==> src/rtl/four_register_byte_cpu_execute_core_defines.svh <==
// Assertion macros shared by the RTL of the byte CPU execute core.
`ifndef FOUR_REGISTER_BYTE_CPU_EXECUTE_CORE_DEFINES_SVH
`define FOUR_REGISTER_BYTE_CPU_EXECUTE_CORE_DEFINES_SVH

`ifndef SYNTHESIS

// Checks that a property holds at every rising clock edge while out of reset.
`define FRBCE_ASSERT(lbl, clk, rst_n, prop, msg) \
  lbl: assert property (@(posedge clk) disable iff (!rst_n) (prop)) else $error(msg);

// Checks that a consequent holds whenever its antecedent is seen.
`define FRBCE_ASSERT_IMPL(lbl, clk, rst_n, ante, cons, msg) \
  lbl: assert property (@(posedge clk) disable iff (!rst_n) (ante) |-> (cons)) \
    else $error(msg);

// Checks that a consequent holds in the cycle after its antecedent.
`define FRBCE_ASSERT_NEXT(lbl, clk, rst_n, ante, cons, msg) \
  lbl: assert property (@(posedge clk) disable iff (!rst_n) (ante) |=> (cons)) \
    else $error(msg);

`else

`define FRBCE_ASSERT(lbl, clk, rst_n, prop, msg)
`define FRBCE_ASSERT_IMPL(lbl, clk, rst_n, ante, cons, msg)
`define FRBCE_ASSERT_NEXT(lbl, clk, rst_n, ante, cons, msg)

`endif

`endif

==> src/rtl/frbce_pkg.sv <==
package frbce_pkg;

  // Result status codes.
  localparam logic [2:0] ST_DONE    = 3'd0;
  localparam logic [2:0] ST_OUT     = 3'd1;
  localparam logic [2:0] ST_BADOP   = 3'd2;
  localparam logic [2:0] ST_DIVZERO = 3'd3;
  localparam logic [2:0] ST_HALTED  = 3'd4;

  // Lower bounds of the opcode groups.
  localparam logic [7:0] OP_ADD = 8'h80;
  localparam logic [7:0] OP_SUB = 8'h90;
  localparam logic [7:0] OP_MUL = 8'hA0;
  localparam logic [7:0] OP_DIV = 8'hB0;
  localparam logic [7:0] OP_IN  = 8'hC0;
  localparam logic [7:0] OP_OUT = 8'hC4;
  localparam logic [7:0] OP_BAD = 8'hC8;

  // Register that receives the immediate load.
  localparam logic [1:0] IMM_REG = 2'd3;

  // Number of shift-add or shift-subtract steps of a multiply or divide.
  localparam int unsigned STEPS = 8;

endpackage

==> src/rtl/four_register_byte_cpu_execute_core.sv <==
// Byte CPU execute core: four 8-bit registers, one instruction per item.
// Input channel (in_valid_i/in_ready_o) carries an instruction byte and an
// input byte; output channel (out_valid_o/out_ready_i) returns one result
// item per instruction: a status code and, for OUT, the register value.
// An item is taken only while the sequencer is idle. Add and subtract use
// the shared 9-bit adder for one step; multiply (shift-add) and unsigned
// divide (restoring, shift-subtract) use it for eight steps under a 3-bit
// step counter. The sequencer goes from idle to the step state for add,
// subtract, multiply and divide, then to the finish state; loads, OUT and
// errors go from idle straight to finish. The sequencer returns to idle as
// the result is loaded into the output register, so a new item is taken
// only after the last one is through.
// Reset clears the four registers to zero and leaves the core running.
// An invalid opcode or a divide by zero halts the core until reset;
// every later item answers the halted status without changing state.
// When the receiver stalls, the result waits in the output register and
// a finished next item waits in the sequencer until the register frees.
`include "four_register_byte_cpu_execute_core_defines.svh"

module four_register_byte_cpu_execute_core (
  input  logic       clk_i,
  input  logic       rst_ni,
  input  logic       in_valid_i,
  output logic       in_ready_o,
  input  logic [7:0] instruction_i,
  input  logic [7:0] in_value_i,
  output logic       out_valid_o,
  input  logic       out_ready_i,
  output logic [2:0] status_o,
  output logic [7:0] out_value_o
);

  typedef enum logic [1:0] {
    S_IDLE,
    S_CALC,
    S_FINISH
  } state_e;

  typedef enum logic [3:0] {
    K_LDI,
    K_ADD,
    K_SUB,
    K_MUL,
    K_DIV,
    K_IN,
    K_OUT,
    K_BAD,
    K_DIVZ,
    K_HALT
  } kind_e;

  state_e     state_q;
  kind_e      kind_q;
  kind_e      kind_d;
  logic [7:0] regs_q [4];
  logic       halted_q;
  logic       out_valid_q;
  logic [2:0] status_q;
  logic [2:0] status_d;
  logic [7:0] out_value_q;
  logic [7:0] out_value_d;
  logic [2:0] cnt_q;

  // Datapath registers of the item being worked on.
  logic [7:0] op_q;
  logic [7:0] in_q;
  logic [7:0] a_q;
  logic [7:0] a_d;
  logic [7:0] b_q;
  logic [7:0] b_d;
  logic [7:0] acc_q;
  logic [7:0] acc_d;
  logic [7:0] rem_q;
  logic [7:0] rem_d;

  logic [1:0] dst;
  logic [1:0] src;
  logic       accept;
  logic       out_free;
  logic       finish;
  logic       last_step;

  // Shared adder.
  logic [8:0] add_x;
  logic [8:0] add_y;
  logic       add_sub;
  logic [9:0] add_sum;
  logic       qbit;

  assign dst       = instruction_i[3:2];
  assign src       = instruction_i[1:0];
  assign in_ready_o = (state_q == S_IDLE);
  assign accept    = in_valid_i && in_ready_o;
  assign out_free  = !out_valid_q || out_ready_i;
  assign finish    = (state_q == S_FINISH) && out_free;
  assign last_step = (cnt_q == 3'(frbce_pkg::STEPS - 1));

  assign out_valid_o = out_valid_q;
  assign status_o    = status_q;
  assign out_value_o = out_value_q;

  always_comb begin
    priority if (halted_q) begin
      kind_d = K_HALT;
    end else if (instruction_i >= frbce_pkg::OP_BAD) begin
      kind_d = K_BAD;
    end else if (instruction_i >= frbce_pkg::OP_OUT) begin
      kind_d = K_OUT;
    end else if (instruction_i >= frbce_pkg::OP_IN) begin
      kind_d = K_IN;
    end else if (instruction_i >= frbce_pkg::OP_DIV) begin
      kind_d = (regs_q[src] == 8'd0) ? K_DIVZ : K_DIV;
    end else if (instruction_i >= frbce_pkg::OP_MUL) begin
      kind_d = K_MUL;
    end else if (instruction_i >= frbce_pkg::OP_SUB) begin
      kind_d = K_SUB;
    end else if (instruction_i >= frbce_pkg::OP_ADD) begin
      kind_d = K_ADD;
    end else begin
      kind_d = K_LDI;
    end
  end

  // Operand selection for the shared adder. A subtract adds the inverted
  // operand plus one, so the top sum bit is set when no borrow occurs.
  always_comb begin
    add_x   = {1'b0, a_q};
    add_y   = {1'b0, b_q};
    add_sub = 1'b0;
    unique case (kind_q)
      K_SUB: begin
        add_sub = 1'b1;
      end
      K_MUL: begin
        add_x = {1'b0, acc_q};
        add_y = b_q[0] ? {1'b0, a_q} : 9'd0;
      end
      K_DIV: begin
        add_x   = {rem_q, a_q[7]};
        add_y   = {1'b0, b_q};
        add_sub = 1'b1;
      end
      default: begin
      end
    endcase
    add_sum = {1'b0, add_x} + {1'b0, add_y ^ {9{add_sub}}} + 10'(add_sub);
  end

  assign qbit = add_sum[9];

  always_comb begin
    a_d   = a_q;
    b_d   = b_q;
    acc_d = acc_q;
    rem_d = rem_q;
    unique case (kind_q)
      K_ADD, K_SUB: begin
        acc_d = add_sum[7:0];
      end
      K_MUL: begin
        acc_d = add_sum[7:0];
        a_d   = {a_q[6:0], 1'b0};
        b_d   = {1'b0, b_q[7:1]};
      end
      K_DIV: begin
        // The remainder stays below the divisor, so it fits in 8 bits.
        rem_d = qbit ? add_sum[7:0] : add_x[7:0];
        a_d   = {a_q[6:0], qbit};
      end
      default: begin
      end
    endcase
  end

  // Status and value of the result item for the finished instruction.
  always_comb begin
    status_d    = frbce_pkg::ST_DONE;
    out_value_d = 8'd0;
    unique case (kind_q)
      K_OUT: begin
        status_d    = frbce_pkg::ST_OUT;
        out_value_d = b_q;
      end
      K_BAD: status_d = frbce_pkg::ST_BADOP;
      K_DIVZ: status_d = frbce_pkg::ST_DIVZERO;
      K_HALT: status_d = frbce_pkg::ST_HALTED;
      default: begin
      end
    endcase
  end

  always_ff @(posedge clk_i) begin
    if (accept) begin
      op_q   <= instruction_i;
      in_q   <= in_value_i;
      a_q    <= regs_q[dst];
      b_q    <= regs_q[src];
      acc_q  <= 8'd0;
      rem_q  <= 8'd0;
      kind_q <= kind_d;
    end else if (state_q == S_CALC) begin
      a_q   <= a_d;
      b_q   <= b_d;
      acc_q <= acc_d;
      rem_q <= rem_d;
    end
  end

  always_ff @(posedge clk_i or negedge rst_ni) begin
    if (!rst_ni) begin
      state_q     <= S_IDLE;
      regs_q      <= '{default: 8'd0};
      halted_q    <= 1'b0;
      out_valid_q <= 1'b0;
      status_q    <= frbce_pkg::ST_DONE;
      out_value_q <= 8'd0;
      cnt_q       <= 3'd0;
    end else begin
      if (finish) begin
        out_valid_q <= 1'b1;
      end else if (out_valid_q && out_ready_i) begin
        out_valid_q <= 1'b0;
      end
      unique case (state_q)
        S_IDLE: begin
          cnt_q <= 3'd0;
          if (accept) begin
            if (kind_d == K_ADD || kind_d == K_SUB || kind_d == K_MUL ||
                kind_d == K_DIV) begin
              state_q <= S_CALC;
            end else begin
              state_q <= S_FINISH;
            end
          end
        end
        S_CALC: begin
          cnt_q <= cnt_q + 3'd1;
          if (kind_q == K_ADD || kind_q == K_SUB || last_step) begin
            state_q <= S_FINISH;
          end
        end
        S_FINISH: begin
          if (out_free) begin
            state_q     <= S_IDLE;
            status_q    <= status_d;
            out_value_q <= out_value_d;
            unique case (kind_q)
              K_LDI: regs_q[frbce_pkg::IMM_REG] <= op_q;
              K_ADD, K_SUB, K_MUL: regs_q[op_q[3:2]] <= acc_q;
              K_DIV: regs_q[op_q[3:2]] <= a_q;
              K_IN: regs_q[op_q[1:0]] <= in_q;
              K_BAD, K_DIVZ: halted_q <= 1'b1;
              default: begin
              end
            endcase
          end
        end
        default: begin
          state_q <= S_IDLE;
        end
      endcase
    end
  end

  `FRBCE_ASSERT_NEXT(a_halt_sticky, clk_i, rst_ni, halted_q, halted_q,
                     "halted state cleared without reset")
  `FRBCE_ASSERT_NEXT(a_busy_after_accept, clk_i, rst_ni, accept, !in_ready_o,
                     "core ready again right after accepting an item")
  `FRBCE_ASSERT_IMPL(a_value_only_on_out, clk_i, rst_ni,
                     out_valid_o && (status_o != frbce_pkg::ST_OUT),
                     out_value_o == 8'd0,
                     "nonzero output value on a result that is not OUT")
  `FRBCE_ASSERT_IMPL(a_halted_status, clk_i, rst_ni,
                     accept && halted_q, kind_d == K_HALT,
                     "item accepted while halted not marked as ignored")

endmodule

==> config.mk <==
export PLATFORM = sky130hd
export DESIGN_NAME = four_register_byte_cpu_execute_core
export DESIGN_NICKNAME = d
export VERILOG_FILES = /design/src/rtl/frbce_pkg.sv /design/src/rtl/four_register_byte_cpu_execute_core.sv
export VERILOG_INCLUDE_DIRS = /design/src /design/src/rtl
export SDC_FILE = /design/constraint.sdc
export NUM_CORES = 1
export LEC_CHECK = 0
export BUFFER_PORTS_ARGS = -buffer_cell sky130_fd_sc_hd__clkbuf_2
export CORE_ASPECT_RATIO = 1.5
export CORE_MARGIN = 2
export CORE_UTILIZATION = 50
export DETAILED_ROUTE_END_ITERATION = 6
export HOLD_SLACK_MARGIN = 0.1
export PLACE_DENSITY = 0.67
export SYNTH_ARGS = -nofsm -noshare
export SYNTH_HDL_FRONTEND = slang
export SYNTH_SLANG_ARGS = --single-unit
==> constraint.sdc <==
create_clock -name clk_i -period 4 [get_ports clk_i]
set_input_delay 0.2 -clock clk_i [delete_from_list [all_inputs] [get_ports clk_i]]
set_output_delay 0.2 -clock clk_i [all_outputs]
set_load 0.05 [all_outputs]
Yosys cells after proc, flatten, opt, wreduce, memory -nomap -nowiden --
Index checks and enable logic that the tools add are counted.
Storage, ports and cells: output and inout port bits 13, input bits 20, bits in registers 102, word-level logic and storage cells 136
Operators by class: $add $sub $neg 3, equality and inequality tests 19, reductions and logical operators 34, order comparisons 13, bitwise gates (word level) 5, multiplexer cells 45
Operators by type and width (count):
- 8-bit two-way mux | 15
- 32-bit bitwise mux | 3
- 24-bit case mux with 3 select lines | 1
- 8-bit >= comparator (second input constant) | 7
- 8-bit binary-select mux with 2-bit select | 2
- 8-bit demux with 2-bit select | 2
- 8-bit case mux with 4 select lines | 1
- 4-bit two-way mux | 6
- 4-bit by 3-bit == test with 1-bit output (second input constant) | 5
- 9-bit case mux with 2 select lines | 1
- 4-bit by 2-bit == test with 1-bit output (second input constant) | 4
- 8-bit case mux with 2 select lines | 1
- 3-bit >= comparator (second input constant) | 4
- 2-bit two-way mux | 6
- 2-bit NOT with 3-bit output | 4
- 3-bit case mux with 4 select lines | 1
- 3-bit AND reduction | 4
- 10-bit by 1-bit adder with 10-bit output | 1
- 9-bit by 9-bit adder with 10-bit output | 1
- 2-bit AND reduction | 5
- 9-bit XOR | 1
- 4-bit by 1-bit == test with 1-bit output (second input constant) | 2
- 4-bit == test (second input constant) | 2
- 8-bit logical NOT | 1
- 20 further kinds | 39

Logic depth before layout (Yosys ltp) --
Gate-level depths: netlist of the first run.
depth after elaboration 18, depth in mapped cells 14, gate-level depth less buffers 11

Least setup slack after synthesis of the first run --
OpenSTA, ideal clock, no wires.
kind register -> register, from register kind_q[0], to register rem_q[4], arrival time 2.988 ns, buffers on the path 3, cell stages (with the launch flop) 15, period minus slack after synthesis 3.125 ns, required time 3.863 ns, slack 0.875 ns, setup time 0.137 ns, path through edfxtp_1 buf_2 and4bb_1 clkbuf_1 and3_1 a21oi_1 xor2_1 ha_1 nand2_1 o21ai_0 a211o_1 o22ai_1 buf_4 mux2i_1 a21oi_1
Between the ends: cells in the longest elaborated chain, start to end 7, elaborated cells between the ends (all ways) 12, classes of those cells 2 x add/sub; 3 x eq/ne; 4 x mux; 1 x bitwise; 2 x reduce/logical
Ends and longest elaborated chain:
- from (decl) | RTL line four_register_byte_cpu_execute_core.sv:53 | kind_e kind_q;
- from (signal assigned) | RTL line four_register_byte_cpu_execute_core.sv:200 | kind_q <= kind_d;
- 4-bit by 2-bit == test with 1-bit output or 4-bit by 3-bit == test with 1-bit output (tied branches) | RTL line four_register_byte_cpu_execute_core.sv:130, four_register_byte_cpu_execute_core.sv:156
- 2-bit OR reduction (no source line)
- 1-bit two-way mux | RTL line four_register_byte_cpu_execute_core.sv:130 | unique case (kind_q)
- 9-bit XOR | RTL line four_register_byte_cpu_execute_core.sv:146 | add_sum = {1'b0, add_x} + {1'b0, add_y ^ {9{add_sub}}} + 10'(add_sub);
- 9-bit by 9-bit adder with 10-bit output | RTL line four_register_byte_cpu_execute_core.sv:146
- 10-bit by 1-bit adder with 10-bit output | RTL line four_register_byte_cpu_execute_core.sv:146
- 8-bit two-way mux | RTL line four_register_byte_cpu_execute_core.sv:167 | rem_d = qbit ? add_sum[7:0] : add_x[7:0];
- to (signal assigned) | RTL line four_register_byte_cpu_execute_core.sv:205 | rem_q <= rem_d;
- to (decl) | RTL line four_register_byte_cpu_execute_core.sv:73 | logic [7:0] rem_q;
Several ways; a longest one is shown, not always the timed one. A chain may end at the register's enable or synchronous reset.

Final worst setup path of the first run --
from register kind_q[0], to register rem_q[2]
The elaborated chain is that of the path after synthesis.

==> impl_metrics.env, run 1 <==
export IMPL_yosysUniqueCellTypes=69
export IMPL_n_antenna_cell=0
export IMPL_start_kind="flip-flop"
export IMPL_layout_nets=642
export IMPL_final_cell_mix="nand2_1, dfrtp_1, a22o_1, o21ai_0, edfxtp_1"
export IMPL_power_switching_uw=1777
export IMPL_setup_tns_ns=0
export IMPL_fmax_mhz=275.3
export IMPL_grtUsageTotal=0.2827
export IMPL_drt_first_iter_violations=363
export IMPL_relSlewSlack=0.3754
export IMPL_fp_coreArea_sq_um=11410
export IMPL_status="complete, no violations"
export IMPL_ioPinCount=33
export IMPL_fin_crit_sh=0.9081
export IMPL_tightest_slew_ns=0.9369
export IMPL_fin_crit_ns=3.633
export IMPL_hold_viol=0
export IMPL_drt_pre_antenna_iters=5
export IMPL_cts_setup_buffers=0
export IMPL_wire_per_inst_microns=22.17
export IMPL_worstPathArrival_ns=3.87
export IMPL_cts_buffers=9
export IMPL_skew_ns=0.008290
export IMPL_portBuffers=32
export IMPL_ant_nets=0
export IMPL_path_max_fanout=12
export IMPL_place_congestion=0.9513
export IMPL_layout_commonest_cell="nand2_1"
export IMPL_vias=4907
export IMPL_synth_top_area_frac=0.2157
export IMPL_clk_pin_slew_ns=0.07
export IMPL_synthArstFlopShare=0.4902
export IMPL_syn2layout_area_growth_pct=12.13
export IMPL_row_count=48
export IMPL_grt_pass1_vias=4846
export IMPL_insertion_delay_ns=0.35
export IMPL_antenna_found_initial=0
export IMPL_hpwl_mm=12.74
export IMPL_drv_cap=0
export IMPL_die_h_microns=135.9
export IMPL_vdd_drop_max_mv=0.3061
export IMPL_crit_required_ns=4.24
export IMPL_min_path_type="in2reg"
export IMPL_critPathKind="reg2reg"
export IMPL_cellInternalPower_uw=2444
export IMPL_netlist_instances=578
export IMPL_yosysTopAreaCell="dfrtp_1"
export IMPL_clock_path_buffers=2
export IMPL_crit_top_cell="buf_4"
export IMPL_routed_wl_mm=17.00
export IMPL_ys_flop_type="dfrtp_1"
export IMPL_power_density_nw_per_um2=649.1
export IMPL_p_clk_frac=0.197
export IMPL_p_leak_uw=0.002640
export IMPL_pwr_share_seq=0.386
export IMPL_die_w_microns=91.94
export IMPL_cts_tree="yes"
export IMPL_cts_num_sinks=102
export IMPL_viasPerCell=6.398
export IMPL_synth_edf_count=36
export IMPL_slowest_delay_ns=0.48
export IMPL_synth_area_top_cells="dfrtp_1, edfxtp_1, nand2_1, a22o_1, mux4_2"
export IMPL_grt_max_degree=51
export IMPL_dp_cells=741
export IMPL_drc=0
export IMPL_p_sw_frac=0.4209
export IMPL_fin_area_sq_um=6502
export IMPL_cp_end_kind="flip-flop"
export IMPL_cts_htree_levels=3
export IMPL_synth_area_per_cell_sq_um=10.03
export IMPL_cp_slowest_cell="edfxtp_1"
export IMPL_pre_cts_ws_ns=0.4459
export IMPL_layout_drive_gt1_share=0.1442
export IMPL_ys_ff_latch=102
export IMPL_syn_area_sq_um=5799
export IMPL_cts_root_buffer="clkbuf_16"
export IMPL_finalWorstSetupSlack_ns=0.3674
export IMPL_stdcell_count=767
export IMPL_yosys_warnings=0
export IMPL_start_util=0.5082
export IMPL_grt_ovfl_total=0
export IMPL_grt_pass1_wl_mm=26.72
export IMPL_placed_area_sq_um=6128
export IMPL_cp_cell_sequence="buf_4 -> nand2_1 -> or3_1 -> a21oi_1 -> xor2_1 -> ha_1 -> nand2_1 -> o21ai_0 -> buf_4 -> a211o_1 -> o22ai_1 -> buf_4 -> nor4_1 -> a311o_1"
export IMPL_seq_area_frac_synth=0.4574
export IMPL_report_final_slew_viol_count=0
export IMPL_rsz0062_at_grt="no"
export IMPL_setup_violations=0
export IMPL_syn_nets=608
export IMPL_dieArea_sq_um=12490
export IMPL_combinationalPowerShare=0.417
worst paths after layout:
kind,from,to,slack (ns),cells past startpoint
worst max-delay path,kind_q[0],rem_q[2],0.37,14
worst min-delay path,instruction_i[6],op_q[6],0.16,1
worst max register to register,kind_q[0],rem_q[2],0.37,14
worst min register to register,status_o[1],status_o[1],0.48,2
max in group asynchronous,rst_ni,status_o[0],3.05,3
min in group asynchronous,rst_ni,asynchronous set/reset pin,0.48,3
layer usage:
| metal | track usage | share of wire | vias up |
|---|---|---|---|
| li1 | - | - | 2252 |
| met5 | 0 | 0 | - |
| met3 | 0.03769 | 0.046 | 39 |
| met4 | 0.1136 | 0.034 | 0 |
| met1 | 0.3328 | 0.39 | 2402 |
| met2 | 0.5180 | 0.53 | 214 |
power by group through the flow:
stage / Clock (uW) / Sequential (uW) / Combinational [uW]
after floorplan: 0 / 1620 / 1200
after global placement: 0 / 1630 / 1690
after detailed placement: 0 / 1640 / 1730
after CTS: 838 / 1620 / 1750
after global routing: 884 / 1660 / 1900
final: 833 / 1630 / 1760
cell usage after synthesis, types with 7 or more instances:
library cell	n
a21o_1	7
dfrtp_1	50
xor2_1	9
a22oi_1	27
mux4_2	16
nand2b_1	14
a21oi_1	25
o21ai_0	43
ha_1	9
dfxtp_1	16
and3_1	13
edfxtp_1	36
nand2_1	119
a22o_1	45
clkbuf_1	27
nor2b_1	8
nor2_1	15
logic make-up (layout without fill, tap and decap cells):
| group | count (synthesis) | count (layout) | share of synthesized area |
|---|---|---|---|
| compound gates | 188 | 188 | 0.2300 |
| simple gates | 207 | 207 | 0.1741 |
| flops | 102 | 102 | 0.4574 |
| mux | 19 | 19 | 0.06731 |
| fa+ha+maj | 10 | 10 | 0.02287 |
| buf+inv | 37 | 76 | 0.02567 |
| xor+xnor | 15 | 15 | 0.02265 |
through the flow:
stage | total power, uW | utilization | hold WS, ns
floorplan | 2816 | - | -0.09559
global placement | 3323 | 0.5371 | 0.3463
detailed placement | 3372 | 0.5371 | 0.3576
CTS | 4209 | 0.5698 | 0.1454
global route | 4441 | 0.5698 | 0.1606
finish | 4221 | 0.5698 | 0.1569
what timing repair did:
item / 4_1_cts / 5_1_grt
hold endpoints to repair: 59 / 0
gates resized for setup: 0 / 0
hold buffers: 10 / 0
critical path, delay by kind of cell, from the launching register on:
family	cells	cell delay, ns
AO/OA/AOI/OAI	5	1.06
AND/OR/NAND/NOR	4	0.74
buffers and inverters	3	0.61
flip-flops	1	0.48
adder cells (fa/ha/maj)	1	0.34
XOR/XNOR	1	0.28
cell type report:
class,instances,area [sq um]
fillers,1004,4908
flip-flops and latches,102,2653
repair buffers,57,372.9
clock buffers,10,229.0
well taps,150,187.7
clock inverters,6,45.04
multi-input cells,439,3004
inverters,3,11.26
(Power assumes the default switching activity.)
==> inputs of run 2 (changes only) <==
--- a/config.mk
+++ b/config.mk
@@ -10,6 +10,7 @@
 export CORE_ASPECT_RATIO = 1.5
 export CORE_MARGIN = 2
 export CORE_UTILIZATION = 50
+export CTS_BUF_LIST = sky130_fd_sc_hd__clkbuf_2 sky130_fd_sc_hd__clkbuf_4 sky130_fd_sc_hd__clkbuf_8
 export DETAILED_ROUTE_END_ITERATION = 6
 export HOLD_SLACK_MARGIN = 0.1
 export PLACE_DENSITY = 0.67
==> run 2 against run 1 <==
Effect of this change:
- non-clock buffer count increased by 1
- first-iteration DRC count shrank 12%
- worst setup slack got worse by 0.014 ns
- cell count is 0.13% higher
- via count grew 0.33%
- clock power decreased by 25%
- combinational power hardly changed
- cell area down 1.3%
- maximum frequency fell by 0.39%
==> impl_metrics.env, run 2 (synthesis gave the netlist of run 1 again) <==
export IMPL_fin_area_sq_um=6415
export IMPL_hold_viol=0
export IMPL_dp_cells=741
export IMPL_tightest_slew_ns=0.9646
export IMPL_path_max_fanout=12
export IMPL_status="complete, no violations"
export IMPL_critPathKind="reg2reg"
export IMPL_clock_path_buffers=2
export IMPL_cp_cell_sequence="buf_4 -> nand2_1 -> or3_1 -> a21oi_1 -> xor2_1 -> ha_1 -> a21oi_1 -> o21ai_0 -> buf_4 -> a211o_1 -> o22ai_1 -> buf_4 -> nor4_1 -> a311o_1"
export IMPL_cts_tree="yes"
export IMPL_n_antenna_cell=0
export IMPL_crit_buf_inv=3
export IMPL_ioPinCount=33
export IMPL_drc=0
export IMPL_fmax_mhz=274.2
export IMPL_clk_pin_slew_ns=0.10
export IMPL_syn2layout_area_growth_pct=10.61
export IMPL_hpwl_mm=12.74
export IMPL_placed_area_sq_um=6128
export IMPL_crit_top_cell="buf_4"
export IMPL_final_cell_mix="nand2_1, dfrtp_1, a22o_1, o21ai_0, edfxtp_1"
export IMPL_cts_buffers=9
export IMPL_insertion_delay_ns=0.39
export IMPL_power_density_nw_per_um2=625.9
export IMPL_grtUsageTotal=0.2816
export IMPL_crit_required_ns=4.28
export IMPL_fin_crit_ns=3.647
export IMPL_layout_drive_gt1_share=0.1456
export IMPL_grt_pass1_vias=4883
export IMPL_worstPathArrival_ns=3.93
export IMPL_cts_htree_levels=3
export IMPL_fp_coreArea_sq_um=11410
export IMPL_rsz0062_at_grt="no"
export IMPL_pre_cts_ws_ns=0.4459
export IMPL_cp_slowest_cell="edfxtp_1"
export IMPL_drt_first_iter_violations=319
export IMPL_start_kind="flip-flop"
export IMPL_finalWorstSetupSlack_ns=0.3534
export IMPL_stdcell_count=768
export IMPL_viasPerCell=6.410
export IMPL_dieArea_sq_um=12490
export IMPL_die_h_microns=135.9
export IMPL_slowest_delay_ns=0.49
export IMPL_routed_wl_mm=17.03
export IMPL_vdd_drop_max_mv=0.2767
export IMPL_drv_cap=0
export IMPL_wire_per_inst_microns=22.18
export IMPL_p_leak_uw=0.002601
export IMPL_die_w_microns=91.94
export IMPL_grt_max_degree=51
export IMPL_skew_ns=0.01168
export IMPL_relSlewSlack=0.3569
export IMPL_antenna_found_initial=0
export IMPL_cp_top_family="compound AO/OA/AOI/OAI gates"
export IMPL_cts_root_buffer="clkbuf_8"
export IMPL_start_util=0.5082
export IMPL_setup_tns_ns=0
export IMPL_portBuffers=32
export IMPL_place_congestion=0.9513
export IMPL_ant_nets=0
export IMPL_setup_violations=0
export IMPL_grt_pass1_wl_mm=26.63
export IMPL_drt_pre_antenna_iters=5
export IMPL_min_path_type="in2reg"
export IMPL_report_final_slew_viol_count=0
export IMPL_vias=4923
export IMPL_layout_nets=643
export IMPL_fin_crit_sh=0.9117
export IMPL_row_count=48
export IMPL_cp_end_kind="flip-flop"
export IMPL_layout_commonest_cell="nand2_1"
export IMPL_cts_num_sinks=102
export IMPL_grt_ovfl_total=0
## run 2: metrics by stage
| stage | util | hold slack (ns) | power [uW] |
|---|---|---|---|
| 6_report | 0.5622 | 0.1071 | 4015 |
| 3_3_place_gp | 0.5371 | 0.3463 | 3323 |
| 3_5_place_dp | 0.5371 | 0.3576 | 3372 |
| 2_1_floorplan | - | -0.09559 | 2816 |
| 4_1_cts | 0.5622 | 0.1018 | 3996 |
| 5_1_grt | 0.5622 | 0.1129 | 4228 |
## run 2: cell type report
| class | count | area (sq um) |
|---|---|---|
| Fill cell | 1014 | 4996 |
| Multi-Input combinational cell | 439 | 3004 |
| Sequential cell | 102 | 2653 |
| Timing Repair Buffer | 58 | 382.9 |
| Tap cell | 150 | 187.7 |
| Clock buffer | 10 | 131.4 |
| Clock inverter | 6 | 45.04 |
| Inverter | 3 | 11.26 |
## run 2: where the power goes
part	switching, uW	internal [uW]	leakage [uW]
Clock	385	238	0.0000910
Sequential	263	1370	0.00115
Combinational	1110	647	0.00136
Total	1760	2250	0.00260
## run 2: worst paths after layout
kind | start | end | slack (ns) | cells after the start
max | kind_q[0] | rem_q[2] | 0.35 | 14
min | instruction_i[5] | op_q[5] | 0.11 | 1
max reg2reg | kind_q[0] | rem_q[2] | 0.35 | 14
min reg2reg | status_o[1] | status_o[1] | 0.49 | 2
max in group asynchronous | rst_ni | out_value_o[3] | 3.09 | 3
min in group asynchronous | rst_ni | asynchronous set/reset pin | 0.44 | 3
## run 2: metal layers
layer | wire length [microns] | GRT usage | share of wire
met5 | 0 | 0 | 0
met4 | 649 | 0.1252 | 0.038
met3 | 690 | 0.03104 | 0.041
met2 | 9076 | 0.5127 | 0.53
met1 | 6617 | 0.3336 | 0.39
## run 2: repair_timing
item / in CTS / in global routing
resized for setup: 0 / 0
endpoints found under the hold margin: 60 / 0
setup buffers: 0 / 0
setup endpoints to repair: 0 / 0
hold buffers: 11 / 0
==> inputs of run 3 (changes only) <==
==> constraint.sdc (replaced) <==
create_clock -name clk_i -period 3.5 [get_ports clk_i]
set_input_delay 0.175 -clock clk_i [delete_from_list [all_inputs] [get_ports clk_i]]
set_output_delay 0.175 -clock clk_i [all_outputs]
set_load 0.05 [all_outputs]
==> run 3 against run 2 <==
Effect of this change:
- cell area rose by 4.1%
- utilization rose by 2.3 points
- total power grew 18%
- sequential share of layout area shrank 1.6 points
- global-route usage fell by 0.47 points
- highest routed layer unchanged
- die area is the same
==> impl_metrics.env, run 3 (synthesis gave the netlist of run 1 again) <==
export IMPL_grt_max_degree=51
export IMPL_dieArea_sq_um=12490
export IMPL_tightest_slew_ns=0.9250
export IMPL_relSlewSlack=0.3833
export IMPL_cts_num_sinks=102
export IMPL_ant_nets=0
export IMPL_drc=0
export IMPL_cts_tree="yes"
export IMPL_placed_area_sq_um=6227
export IMPL_hpwl_mm=12.39
export IMPL_syn2layout_area_growth_pct=15.19
export IMPL_fin_util=0.5854
export IMPL_fmax_mhz=303.9
export IMPL_min_path_type="in2reg"
export IMPL_multiInputGateArea_sq_um=3017
export IMPL_report_final_slew_viol_count=0
export IMPL_worstRegToRegCells=10
export IMPL_wire_per_inst_microns=20.94
export IMPL_row_count=48
export IMPL_cts_root_buffer="clkbuf_8"
export IMPL_layout_drive_gt1_share=0.1796
export IMPL_antenna_found_initial=0
export IMPL_layout_commonest_cell="nand2_1"
export IMPL_fillCellCount=993
export IMPL_grt_ovfl_total=0
export IMPL_min_from="in_valid_i"
export IMPL_n_antenna_cell=0
export IMPL_start_kind="flip-flop"
export IMPL_grt_pass1_wl_mm=26.42
export IMPL_die_h_microns=135.9
export IMPL_reg2reg_from="kind_q[0]"
export IMPL_worstPathArrival_ns=3.60
export IMPL_p_leak_uw=0.002751
export IMPL_path_max_fanout=6
export IMPL_critPathKind="reg2reg"
export IMPL_die_w_microns=91.94
export IMPL_place_congestion=0.9338
export IMPL_ioPinCount=33
export IMPL_crit_end="rem_q[6]"
export IMPL_drv_cap=0
export IMPL_grt_util_met2=0.4910
export IMPL_seqCellArea_sq_um=2653
export IMPL_cts_buffers=9
export IMPL_grt_pass1_vias=4967
export IMPL_grt_use_met3=0.03659
export IMPL_clk_pin_slew_ns=0.11
export IMPL_cp_end_kind="flip-flop"
export IMPL_final_cell_mix="nand2_1, dfrtp_1, a22o_1, o21ai_0, buf_4"
export IMPL_worstReg2RegEnd="rem_q[6]"
export IMPL_clock_path_buffers=2
export IMPL_vdd_drop_max_mv=0.3280
export IMPL_stdcell_count=796
export IMPL_start_util=0.5082
export IMPL_fin_crit_ns=3.290
export IMPL_drt_pre_antenna_iters=5
export IMPL_dp_cells=755
export IMPL_routed_wl_mm=16.67
export IMPL_grtUsageTotal=0.2769
export IMPL_setup_violations=0
export IMPL_ff2ff_setup_slack_ns=0.21
export IMPL_layout_nets=671
export IMPL_portBuffers=32
export IMPL_fin_area_sq_um=6680
export IMPL_skew_ns=0.01517
export IMPL_top_usage_layer="met2"
export IMPL_fp_coreArea_sq_um=11410
export IMPL_vias=4953
export IMPL_viasPerCell=6.222
export IMPL_drt_first_iter_violations=458
export IMPL_status="complete, no violations"
export IMPL_crit_path_start="kind_q[0]"
export IMPL_p_total_uw=4751
export IMPL_use_met1=0.3352
export IMPL_power_density_nw_per_um2=711.3
export IMPL_cts_htree_levels=3
export IMPL_crit_required_ns=3.81
export IMPL_hold_viol=0
export IMPL_insertion_delay_ns=0.39
export IMPL_fin_crit_sh=0.9400
## run 3: where the power goes
part           switching [uW]  internal, uW  total [uW]
logic                    1240           829        2070
clock network             443           362         805
registers                 314          1560        1880
## run 3: layout make-up
cell class	instances	share of cell area
multi-input cells	439	0.4516
flip-flops and latches	102	0.3971
repair buffers	86	0.08953
well taps	150	0.02810
clock buffers	10	0.02060
clock inverters	6	0.01143
inverters	3	0.001686
## run 3: metal layers
layer	wire length, microns	part of all wire	vias up
met5	0	0	-
met4	700	0.042	0
met3	811	0.049	50
met2	8645	0.52	198
met1	6513	0.39	2388
li1	-	-	2317
## run 3: critical path: stages, from the launching register on
cell and delay, ns:
edfxtp_1 0.50, or4b_1 0.63, a32oi_4 0.36, a21oi_1 0.13, fa_1 0.41, a21o_1 0.19
a221o_1 0.33, a21oi_1 0.18, xnor2_1 0.19, mux2i_1 0.11, a21oi_1 0.18
## run 3: how the worst min path moves through the flow
stage                                 endpoint  slack, ns  cells past startpoint
floorplan           asynchronous set/reset pin      -0.12                      0
global placement    asynchronous set/reset pin       0.31                      2
detailed placement  asynchronous set/reset pin       0.33                      2
CTS                                     b_q[7]       0.13                      2
global route                            b_q[7]       0.14                      2
finish                                  b_q[7]       0.14                      2
## run 3: through the flow
step                setup WS [ns]  hold slack, ns  setup TNS, ns
floorplan                  0.3752         -0.1206              0
global placement           0.1899          0.3091              0
detailed placement         0.1429          0.3303              0
CTS                        0.1022          0.1303              0
global route            -0.004806          0.1430      -0.004806
finish                     0.2100          0.1424              0
## run 3: timing repair
| action | CTS | global route |
|---|---|---|
| buffers inserted | 0 | 11 |
| hold buffers | 14 | 0 |
| setup endpoints to repair | 0 | 9 |
| endpoints found under the hold margin | 63 | 0 |
| resized for setup | 0 | 3 |
